File: config.mk
export PLATFORM = sky130hd
export DESIGN_NAME = pan_tilt_fire_servo_commander_unit
export DESIGN_NICKNAME = d
export VERILOG_FILES = /design/src/design/ptfsc_pkg.sv /design/src/design/ptfsc_ctrl.sv /design/src/design/ptfsc_datapath.sv /design/src/design/pan_tilt_fire_servo_commander_unit.sv
export SDC_FILE = /design/constraint.sdc
export NUM_CORES = 1
export LEC_CHECK = 0
export BUFFER_PORTS_ARGS = -buffer_cell sky130_fd_sc_hd__buf_2
export CAP_MARGIN = 10
export CORE_ASPECT_RATIO = 0.9
export CORE_MARGIN = 3
export CORE_UTILIZATION = 39
export DETAILED_ROUTE_END_ITERATION = 16
export GPL_TIMING_DRIVEN = 0
export HOLD_SLACK_MARGIN = 0.02
export PLACE_DENSITY_LB_ADDON = 0.1
export RECOVER_POWER = 50
export SYNTH_ARGS = -nofsm -noshare
export SYNTH_HDL_FRONTEND = slang
export SYNTH_SLANG_ARGS = --single-unit
File: constraint.sdc
create_clock -name clk -period 7.5 [get_ports clk]
set_input_delay 1.5 -clock clk [delete_from_list [all_inputs] [get_ports clk]]
set_output_delay 1.5 -clock clk [all_outputs]
set_load 0.01 [all_outputs]
File: src/design/ptfsc_pkg.sv
`timescale 1ns / 1ps

package ptfsc_pkg;

  typedef enum logic [3:0] {
    OP_TICK       = 4'd0,
    OP_UP         = 4'd1,
    OP_DOWN       = 4'd2,
    OP_LEFT       = 4'd3,
    OP_RIGHT      = 4'd4,
    OP_STOP       = 4'd5,
    OP_TILT_ANGLE = 4'd6,
    OP_PAN_ANGLE  = 4'd7,
    OP_LOAD       = 4'd8,
    OP_FIRE       = 4'd9,
    OP_DIRECT     = 4'd10
  } op_t;

  localparam logic [1:0] CH_TILT = 2'd0;
  localparam logic [1:0] CH_PAN  = 2'd1;
  localparam logic [1:0] CH_FIRE = 2'd2;

  localparam logic [2:0] CFG_SPEED      = 3'd0;
  localparam logic [2:0] CFG_PAN_CENTER = 3'd1;
  localparam logic [2:0] CFG_GAIN       = 3'd2;
  localparam logic [2:0] CFG_TPD        = 3'd3;
  localparam logic [2:0] CFG_FIRE_TICKS = 3'd4;

  localparam logic [15:0] TILT_MAX  = 16'd4900;
  localparam logic [15:0] TILT_MIN  = 16'd2900;
  localparam logic [15:0] TILT_MID  = 16'd3900;
  localparam logic [15:0] FIRE_SHOT = 16'd5750;
  localparam logic [15:0] FIRE_REST = 16'd3000;
  localparam logic [15:0] PAN_SHIFT = 16'd96;

  localparam logic [3:0]  SPEED_RST      = 4'd2;
  localparam logic [15:0] PAN_CENTER_RST = 16'd4113;
  localparam logic [4:0]  GAIN_RST       = 5'd15;
  localparam logic [15:0] TPD_RST        = 16'd18000;
  localparam logic [23:0] FIRE_TICKS_RST = 24'd500000;

  localparam logic signed [15:0] TILT_ANGLE_LIM = 16'sd180;
  localparam logic signed [15:0] PAN_ANGLE_LIM  = 16'sd90;

  localparam logic [1:0] FACTOR_SLOW = 2'd1;
  localparam logic [1:0] FACTOR_FAST = 2'd3;

  typedef struct packed {
    logic load;
    logic update;
  } ptfsc_cmd_t;

endpackage

File: src/design/ptfsc_ctrl.sv
`timescale 1ns / 1ps

module ptfsc_ctrl import ptfsc_pkg::*; (
  input  logic       clk,
  input  logic       rst,
  input  logic       in_valid,
  output logic       in_ready,
  output logic       out_valid,
  input  logic       out_ready,
  output ptfsc_cmd_t cmd
);

  typedef enum logic {
    S_IDLE,
    S_UPDATE
  } state_t;

  state_t state;

  assign in_ready   = (state == S_IDLE);
  assign cmd.load   = in_valid && in_ready;
  assign cmd.update = (state == S_UPDATE) && (!out_valid || out_ready);

  always_ff @(posedge clk) begin
    if (rst) begin
      state     <= S_IDLE;
      out_valid <= 1'b0;
    end else begin
      case (state)
        S_IDLE: begin
          if (cmd.load) begin
            state <= S_UPDATE;
          end
        end
        S_UPDATE: begin
          if (cmd.update) begin
            state <= S_IDLE;
          end
        end
        default: begin
          state <= S_IDLE;
        end
      endcase
      if (cmd.update) begin
        out_valid <= 1'b1;
      end else if (out_ready) begin
        out_valid <= 1'b0;
      end
    end
  end

endmodule

File: src/design/ptfsc_datapath.sv
`timescale 1ns / 1ps

module ptfsc_datapath import ptfsc_pkg::*; (
  input  logic               clk,
  input  logic               rst,
  input  ptfsc_cmd_t         cmd,
  input  logic               cfg_write,
  input  logic [2:0]         cfg_index,
  input  logic [23:0]        cfg_data,
  input  logic [3:0]         opcode,
  input  logic               from_remote,
  input  logic signed [15:0] angle,
  input  logic [1:0]         channel,
  input  logic [15:0]        direct_value,
  output logic [15:0]        tilt_out,
  output logic [15:0]        pan_out,
  output logic [15:0]        fire_out,
  output logic               busy_res
);

  logic [3:0]  speed;
  logic [15:0] pan_center;
  logic [4:0]  gain;
  logic [15:0] tpd;
  logic [23:0] fire_ticks;

  logic [15:0] tilt_sp;
  logic [15:0] pan_sp;
  logic [15:0] fire_sp;
  logic [1:0]  up_factor;
  logic [1:0]  down_factor;
  logic [23:0] pan_timer;
  logic [23:0] fire_timer;

  logic [15:0] tilt_sp_next;
  logic [15:0] pan_sp_next;
  logic [15:0] fire_sp_next;
  logic [1:0]  up_factor_next;
  logic [1:0]  down_factor_next;
  logic [23:0] pan_timer_next;
  logic [23:0] fire_timer_next;

  op_t                op;
  logic               remote;
  logic [1:0]         chan;
  logic [15:0]        dval;
  logic [12:0]        step;
  logic signed [13:0] tilt_delta;
  logic               pan_pos;
  logic [23:0]        pan_ticks;

  op_t                op_in;
  logic [6:0]         step5;
  logic [1:0]         factor;
  logic [6:0]         gain_f;
  logic [13:0]        step_prod;
  logic [12:0]        step_sel;
  logic signed [8:0]  a_tilt;
  logic signed [13:0] a_ext;
  logic signed [13:0] tilt_delta_in;
  logic [6:0]         a_pan_mag;
  logic [22:0]        pan_prod;

  logic signed [17:0] tilt_ext;
  logic signed [17:0] step_ext;
  logic signed [17:0] delta_ext;
  logic signed [17:0] tilt_diff;
  logic signed [17:0] tilt_ang;
  logic [16:0]        tilt_sum;
  logic signed [17:0] pc_ext;
  logic signed [17:0] speed_ofs;
  logic signed [17:0] shift_ofs;
  logic signed [17:0] pan_plus;
  logic signed [17:0] pan_minus;
  logic signed [17:0] pan_plus96;
  logic signed [17:0] pan_minus96;
  logic signed [17:0] tilt_min_s;
  logic signed [17:0] tilt_max_s;

  always_ff @(posedge clk) begin
    if (rst) begin
      speed      <= SPEED_RST;
      pan_center <= PAN_CENTER_RST;
      gain       <= GAIN_RST;
      tpd        <= TPD_RST;
      fire_ticks <= FIRE_TICKS_RST;
    end else if (cfg_write) begin
      case (cfg_index)
        CFG_SPEED:      speed      <= cfg_data[3:0];
        CFG_PAN_CENTER: pan_center <= cfg_data[15:0];
        CFG_GAIN:       gain       <= cfg_data[4:0];
        CFG_TPD:        tpd        <= cfg_data[15:0];
        CFG_FIRE_TICKS: fire_ticks <= cfg_data;
        default: begin
        end
      endcase
    end
  end

  // Step scaling and angle products are formed while the transaction is taken.
  always_comb begin
    op_in     = op_t'(opcode);
    step5     = 7'({speed, 2'b00}) + 7'(speed);
    factor    = (op_in == OP_DOWN) ? down_factor : up_factor;
    gain_f    = (factor == FACTOR_FAST) ? (7'(gain) + 7'({gain, 1'b0})) : 7'(gain);
    step_prod = 14'(step5) * 14'(gain_f);
    step_sel  = (from_remote && (op_in == OP_UP || op_in == OP_DOWN)) ?
                step_prod[12:0] : 13'(step5);

    if (angle > TILT_ANGLE_LIM) begin
      a_tilt = 9'sd180;
    end else if (angle < -TILT_ANGLE_LIM) begin
      a_tilt = -9'sd180;
    end else begin
      a_tilt = angle[8:0];
    end
    a_ext         = 14'(a_tilt);
    tilt_delta_in = (a_ext <<< 5) + a_ext;

    if (angle > PAN_ANGLE_LIM || angle < -PAN_ANGLE_LIM) begin
      a_pan_mag = 7'd90;
    end else if (angle > 16'sd0) begin
      a_pan_mag = angle[6:0];
    end else begin
      a_pan_mag = 7'(-angle);
    end
    pan_prod = 23'(a_pan_mag) * 23'(tpd);
  end

  always_ff @(posedge clk) begin
    if (cmd.load) begin
      op         <= op_in;
      remote     <= from_remote;
      chan       <= channel;
      dval       <= direct_value;
      step       <= step_sel;
      tilt_delta <= tilt_delta_in;
      pan_pos    <= (angle > 16'sd0);
      pan_ticks  <= 24'(pan_prod);
    end
  end

  always_comb begin
    tilt_ext    = {2'b00, tilt_sp};
    step_ext    = {5'b00000, step};
    delta_ext   = 18'(tilt_delta);
    tilt_diff   = tilt_ext - step_ext;
    tilt_ang    = tilt_ext - delta_ext;
    tilt_sum    = {1'b0, tilt_sp} + 17'(step);
    pc_ext      = {2'b00, pan_center};
    speed_ofs   = {9'd0, speed, 5'd0};
    shift_ofs   = {2'b00, PAN_SHIFT};
    pan_plus    = pc_ext + speed_ofs;
    pan_minus   = pc_ext - speed_ofs;
    pan_plus96  = pc_ext + shift_ofs;
    pan_minus96 = pc_ext - shift_ofs;
    tilt_min_s  = {2'b00, TILT_MIN};
    tilt_max_s  = {2'b00, TILT_MAX};

    tilt_sp_next     = tilt_sp;
    pan_sp_next      = pan_sp;
    fire_sp_next     = fire_sp;
    up_factor_next   = up_factor;
    down_factor_next = down_factor;
    pan_timer_next   = pan_timer;
    fire_timer_next  = fire_timer;

    case (op)
      OP_TICK: begin
        if (pan_timer != 24'd0) begin
          pan_timer_next = pan_timer - 24'd1;
          if (pan_timer == 24'd1) begin
            pan_sp_next = pan_center;
          end
        end
        if (fire_timer != 24'd0) begin
          fire_timer_next = fire_timer - 24'd1;
          if (fire_timer == 24'd1) begin
            fire_sp_next = FIRE_REST;
          end
        end
      end
      OP_UP: begin
        if (tilt_sp > TILT_MIN) begin
          if (remote) begin
            up_factor_next   = FACTOR_SLOW;
            down_factor_next = FACTOR_FAST;
          end
          tilt_sp_next = (tilt_diff < tilt_min_s) ? TILT_MIN : tilt_diff[15:0];
        end
      end
      OP_DOWN: begin
        if (tilt_sp < TILT_MAX) begin
          if (remote) begin
            up_factor_next   = FACTOR_FAST;
            down_factor_next = FACTOR_SLOW;
          end
          tilt_sp_next = (tilt_sum > 17'(TILT_MAX)) ? TILT_MAX : tilt_sum[15:0];
        end
      end
      OP_LEFT: begin
        pan_sp_next    = pan_plus[16] ? 16'hFFFF : pan_plus[15:0];
        pan_timer_next = 24'd0;
      end
      OP_RIGHT: begin
        pan_sp_next    = pan_minus[17] ? 16'd0 : pan_minus[15:0];
        pan_timer_next = 24'd0;
      end
      OP_STOP: begin
        pan_sp_next    = pan_center;
        pan_timer_next = 24'd0;
      end
      OP_TILT_ANGLE: begin
        if (tilt_ang < tilt_min_s) begin
          tilt_sp_next = TILT_MIN;
        end else if (tilt_ang > tilt_max_s) begin
          tilt_sp_next = TILT_MAX;
        end else begin
          tilt_sp_next = tilt_ang[15:0];
        end
      end
      OP_PAN_ANGLE: begin
        pan_timer_next = pan_ticks;
        if (pan_ticks == 24'd0) begin
          pan_sp_next = pan_center;
        end else if (pan_pos) begin
          pan_sp_next = pan_minus96[17] ? 16'd0 : pan_minus96[15:0];
        end else begin
          pan_sp_next = pan_plus96[16] ? 16'hFFFF : pan_plus96[15:0];
        end
      end
      OP_LOAD: begin
        fire_sp_next    = FIRE_REST;
        fire_timer_next = 24'd0;
      end
      OP_FIRE: begin
        fire_timer_next = fire_ticks;
        fire_sp_next    = (fire_ticks == 24'd0) ? FIRE_REST : FIRE_SHOT;
      end
      OP_DIRECT: begin
        case (chan)
          CH_TILT: begin
            tilt_sp_next = dval;
          end
          CH_PAN: begin
            pan_sp_next    = dval;
            pan_timer_next = 24'd0;
          end
          CH_FIRE: begin
            fire_sp_next    = dval;
            fire_timer_next = 24'd0;
          end
          default: begin
          end
        endcase
      end
      default: begin
      end
    endcase
  end

  always_ff @(posedge clk) begin
    if (rst) begin
      tilt_sp     <= TILT_MID;
      pan_sp      <= PAN_CENTER_RST;
      fire_sp     <= FIRE_REST;
      up_factor   <= FACTOR_SLOW;
      down_factor <= FACTOR_SLOW;
      pan_timer   <= 24'd0;
      fire_timer  <= 24'd0;
    end else if (cmd.update) begin
      tilt_sp     <= tilt_sp_next;
      pan_sp      <= pan_sp_next;
      fire_sp     <= fire_sp_next;
      up_factor   <= up_factor_next;
      down_factor <= down_factor_next;
      pan_timer   <= pan_timer_next;
      fire_timer  <= fire_timer_next;
    end
  end

  // The setpoints only change when a new result is loaded, so they serve as the output register.
  assign tilt_out = tilt_sp;
  assign pan_out  = pan_sp;
  assign fire_out = fire_sp;
  assign busy_res = (pan_timer != 24'd0) || (fire_timer != 24'd0);

endmodule

File: src/design/pan_tilt_fire_servo_commander_unit.sv
// A result becomes valid once the controller's update state has written the setpoints;
// a new transaction is accepted only after the last one finishes in the two-state controller
// (capture and multiply, then setpoint update); a stalled output holds the update.
// Reset: synchronous, active high; restores register defaults, setpoints and timers at once.
`timescale 1ns / 1ps

module pan_tilt_fire_servo_commander_unit import ptfsc_pkg::*; (
  input  logic               clk,
  input  logic               rst,
  input  logic               in_valid,
  output logic               in_ready,
  input  logic [3:0]         opcode,
  input  logic               from_remote,
  input  logic signed [15:0] angle,
  input  logic [1:0]         channel,
  input  logic [15:0]        direct_value,
  output logic               out_valid,
  input  logic               out_ready,
  output logic [15:0]        tilt_out,
  output logic [15:0]        pan_out,
  output logic [15:0]        fire_out,
  output logic               busy_res,
  input  logic               cfg_write,
  input  logic [2:0]         cfg_index,
  input  logic [23:0]        cfg_data
);

  ptfsc_cmd_t cmd;

  ptfsc_ctrl u_ctrl (
    .clk       (clk),
    .rst       (rst),
    .in_valid  (in_valid),
    .in_ready  (in_ready),
    .out_valid (out_valid),
    .out_ready (out_ready),
    .cmd       (cmd)
  );

  ptfsc_datapath u_datapath (
    .clk          (clk),
    .rst          (rst),
    .cmd          (cmd),
    .cfg_write    (cfg_write),
    .cfg_index    (cfg_index),
    .cfg_data     (cfg_data),
    .opcode       (opcode),
    .from_remote  (from_remote),
    .angle        (angle),
    .channel      (channel),
    .direct_value (direct_value),
    .tilt_out     (tilt_out),
    .pan_out      (pan_out),
    .fire_out     (fire_out),
    .busy_res     (busy_res)
  );

endmodule

==> results.json <==
{
  "grt-ovfl-total": 0,
  "clockPowerShare_pct": 35.4,
  "slowest_delay_ps": 550,
  "reg2reg_slack_ps": 1580,
  "synth_top_cells_by_area": "dfxtp_1, edfxtp_1, fa_1",
  "syn_area_um2": 20200,
  "syn_avg_cell_area_um2": 8.27,
  "htree_num_levels": 1,
  "period_share_pct": 97.1,
  "cts_root_buf": "clkbuf_16",
  "ys.flop_type": "dfxtp_1",
  "fin_nets": 2908,
  "drv_slew": 58,
  "critical-path-slowest-cell": "or4_1",
  "die_h_um": 222,
  "finalHoldViolations": 0,
  "worstReg2RegStart": "u_datapath.speed[0]",
  "rr_endpoint": "u_datapath.step[12]",
  "wl_per_cell_um": 21.1,
  "cp_data_arrival_time_ps": 7620,
  "hold_depth": 2,
  "io_buffers": 116,
  "fin_crit_ps": 7280,
  "utilization_pct": 44.7,
  "wl_met1_mm": 33.1,
  "critPathTopFamily": "adder cells",
  "synth_top_area_share_pct": 16.4,
  "hold_path_startpoint": "u_datapath.fire_out[12]",
  "outcome": "finished, violations left",
  "dr_total_vias": 18600,
  "cp-end-kind": "flip-flop",
  "grt_pass1_vias": 17700,
  "place.gp.congestion": 0.930,
  "fin_skew_ps": 19.6,
  "worstMarginPinSlew_ps": 2550,
  "grt_max_degree": 36,
  "startpoint_type": "input pin",
  "power_density_nw_per_um2": 186,
  "cts_sinks": 239,
  "dp_cells": 3238,
  "power_frac_comb_pct": 28.9,
  "clk_pin_slew_ps": 60,
  "firstDrtPassIters": 9,
  "synth_largest_area_cell": "dfxtp_1",
  "met3_wirelength_mm": 5.22,
  "antenna_left": 0,
  "layout_commonest_cell": "nand2_1",
  "slew_headroom_pct": -70.1,
  "hp-class": "flip-flop to flip-flop",
  "syn_inst": 2440,
  "dieArea_um2": 54500,
  "post-dp-hpwl_mm": 54.7,
  "drv_cap": 2,
  "leakage_uw": 0.00941,
  "cts_buffers": 29,
  "p_seq_share_pct": 35.7,
  "stdcell_count": 3297,
  "worstPathBufferInverterCount": 5,
  "antenna_found_initial": 2,
  "power_switching_share_pct": 34.2,
  "vias_per_cell": 5.65,
  "rows": 78,
  "wl_met2_mm": 29.4,
  "p_int_uw": 2780,
  "ios": 122,
  "min_to": "u_datapath.fire_out[12]",
  "tns_ps": 0,
  "finalSetupViolCount": 0,
  "r2r_cells": 22,
  "fmax_ghz": 0.137,
  "drive_gt1_share_pct": 7.68,
  "power_switching_uw": 1440,
  "ys_ff_latch": 239,
  "synth-seq-area-share_pct": 27.4,
  "ys_types": 92,
  "cts_tree": "built",
  "routed_wl_mm": 69.5,
  "cp_max_fo": 9,
  "irDropWorstVdd_v": 0.000217,
  "insertion_delay_ps": 600,
  "grtUsageTotal_pct": 24.9,
  "crit_type": "input pin to flip-flop",
  "async_flop_share_pct": 0,
  "synth_edf_count": 74,
  "pre_cts_slack_ps": -1360,
  "top_layer": "met5",
  "layout_common_cells": "nand2_1, nor2_1, inv_1",
  "area_growth_pct": 12.4,
  "cts_max_path_buffers": 3,
  "synth_nets": 2755,
  "critPathRequiredTime_ps": 7840,
  "grt_pass1_wl_mm": 106,
  "dieWidth_um": 246,
  "start_util_pct": 39.8,
  "core-area_um2": 50700,
  "failed_checks": "capacitance limit, slew limit",
  "drcViolationCount": 0,
  "setup_ws_ps": 215,
  "ys_warn_count": 0,
  "first_iter_violations": 1436
}
==> tightest hold or removal path: cells and delay by family, from the launching register on <==
kind / cells / cell delay, ps
simple gates: 1 / 50
flops: 1 / 310
compound gates: 1 / 50
==> what timing repair did <==
item | in CTS | in global routing
pin swaps | 2 | 4
buffers inserted | 3 | 3
resized for setup | 16 | 13
hold buffers | 0 | 0
endpoints found under the hold margin | 0 | 0
endpoints found under the setup margin | 9 | 5
==> cells by family after synthesis <==
family | synth area share (%)
AND/OR/NAND/NOR | 21.9
adder cells (fa/ha/maj) | 18.9
AO/OA/AOI/OAI | 21.0
XOR/XNOR | 4.30
flip-flops | 27.4
buffers and inverters | 5.87
multiplexers | 0.732
==> Yosys cell counts, types with 21 or more instances <==
| master | number |
|---|---|
| xor2_1 | 29 |
| nand2_1 | 315 |
| nand2b_1 | 28 |
| o21ai_0 | 107 |
| and2_1 | 97 |
| o31ai_1 | 21 |
| xnor2_1 | 70 |
| nor3_1 | 61 |
| nor2_1 | 203 |
| clkbuf_1 | 92 |
| a21oi_1 | 174 |
| fa_1 | 100 |
| edfxtp_1 | 74 |
| a211oi_1 | 30 |
| a211o_1 | 23 |
| and3_1 | 21 |
| ha_1 | 144 |
| inv_1 | 190 |
| a21o_1 | 40 |
| a22oi_1 | 46 |
| nor2b_1 | 41 |
| nand3_1 | 29 |
| nor4_1 | 27 |
| dfxtp_1 | 165 |
==> layout make-up <==
cell class | count | area [um^2]
tap | 680 | 851
fill | 5201 | 28100
sequential | 239 | 5530
antenna | 1 | 2.50
clock buffer | 38 | 779
inverter | 190 | 713
buffer | 112 | 477
multi-input combinational | 1897 | 13500
clock inverter | 16 | 211
timing repair buffer | 124 | 577
==> worst max-delay path by stage <==
stage | cells past startpoint | to | from | slack, ps
2_1_floorplan | 25 | u_datapath.pan_ticks[22] | angle[15] | 60
3_3_place_gp | 24 | u_datapath.pan_ticks[22] | angle[15] | -1360
3_5_place_dp | 24 | u_datapath.pan_ticks[22] | angle[15] | -1360
4_1_cts | 25 | u_datapath.pan_ticks[22] | angle[15] | 40
5_1_grt | 24 | u_datapath.pan_ticks[21] | angle[15] | -10
6_report | 25 | u_datapath.pan_ticks[21] | angle[15] | 220
==> per-stage QoR <==
stage               cell area, um^2  hold slack, ps  power, uW
finish                        22700             452       4220
global route                  22700             477       4450
CTS                           22700             454       4240
detailed placement            21700             446       2740
global placement              21600             439       2730
floorplan                     20200             436       2390
==> power by group through the flow <==
| stage | clock network [uW] | registers [uW] | logic, uW |
|---|---|---|---|
| after global placement | 0 | 1540 | 1190 |
| final | 1500 | 1510 | 1220 |
| after detailed placement | 0 | 1530 | 1200 |
| after CTS | 1520 | 1510 | 1210 |
| after global routing | 1570 | 1520 | 1370 |
| after floorplan | 0 | 1500 | 892 |
==> metal layers <==
metal,track usage (%),vias to the layer above
met5,0,-
met4,5.73,4
met3,5.21,97
met2,36.9,608
met1,36.9,9013
li1,-,8897
==> registers in the layout (all words and copies together), names as in the netlist, 14 cells and up <==
name / flops
u_datapath.fire_out: 16
u_datapath.fire_timer: 24
u_datapath.pan_ticks: 23
u_datapath.tilt_out: 16
u_datapath.fire_ticks: 24
u_datapath.tpd: 16
u_datapath.pan_center: 16
u_datapath.pan_out: 16
u_datapath.tilt_delta: 14
u_datapath.pan_timer: 24
u_datapath.dval: 16
(Power assumes the default switching activity.)
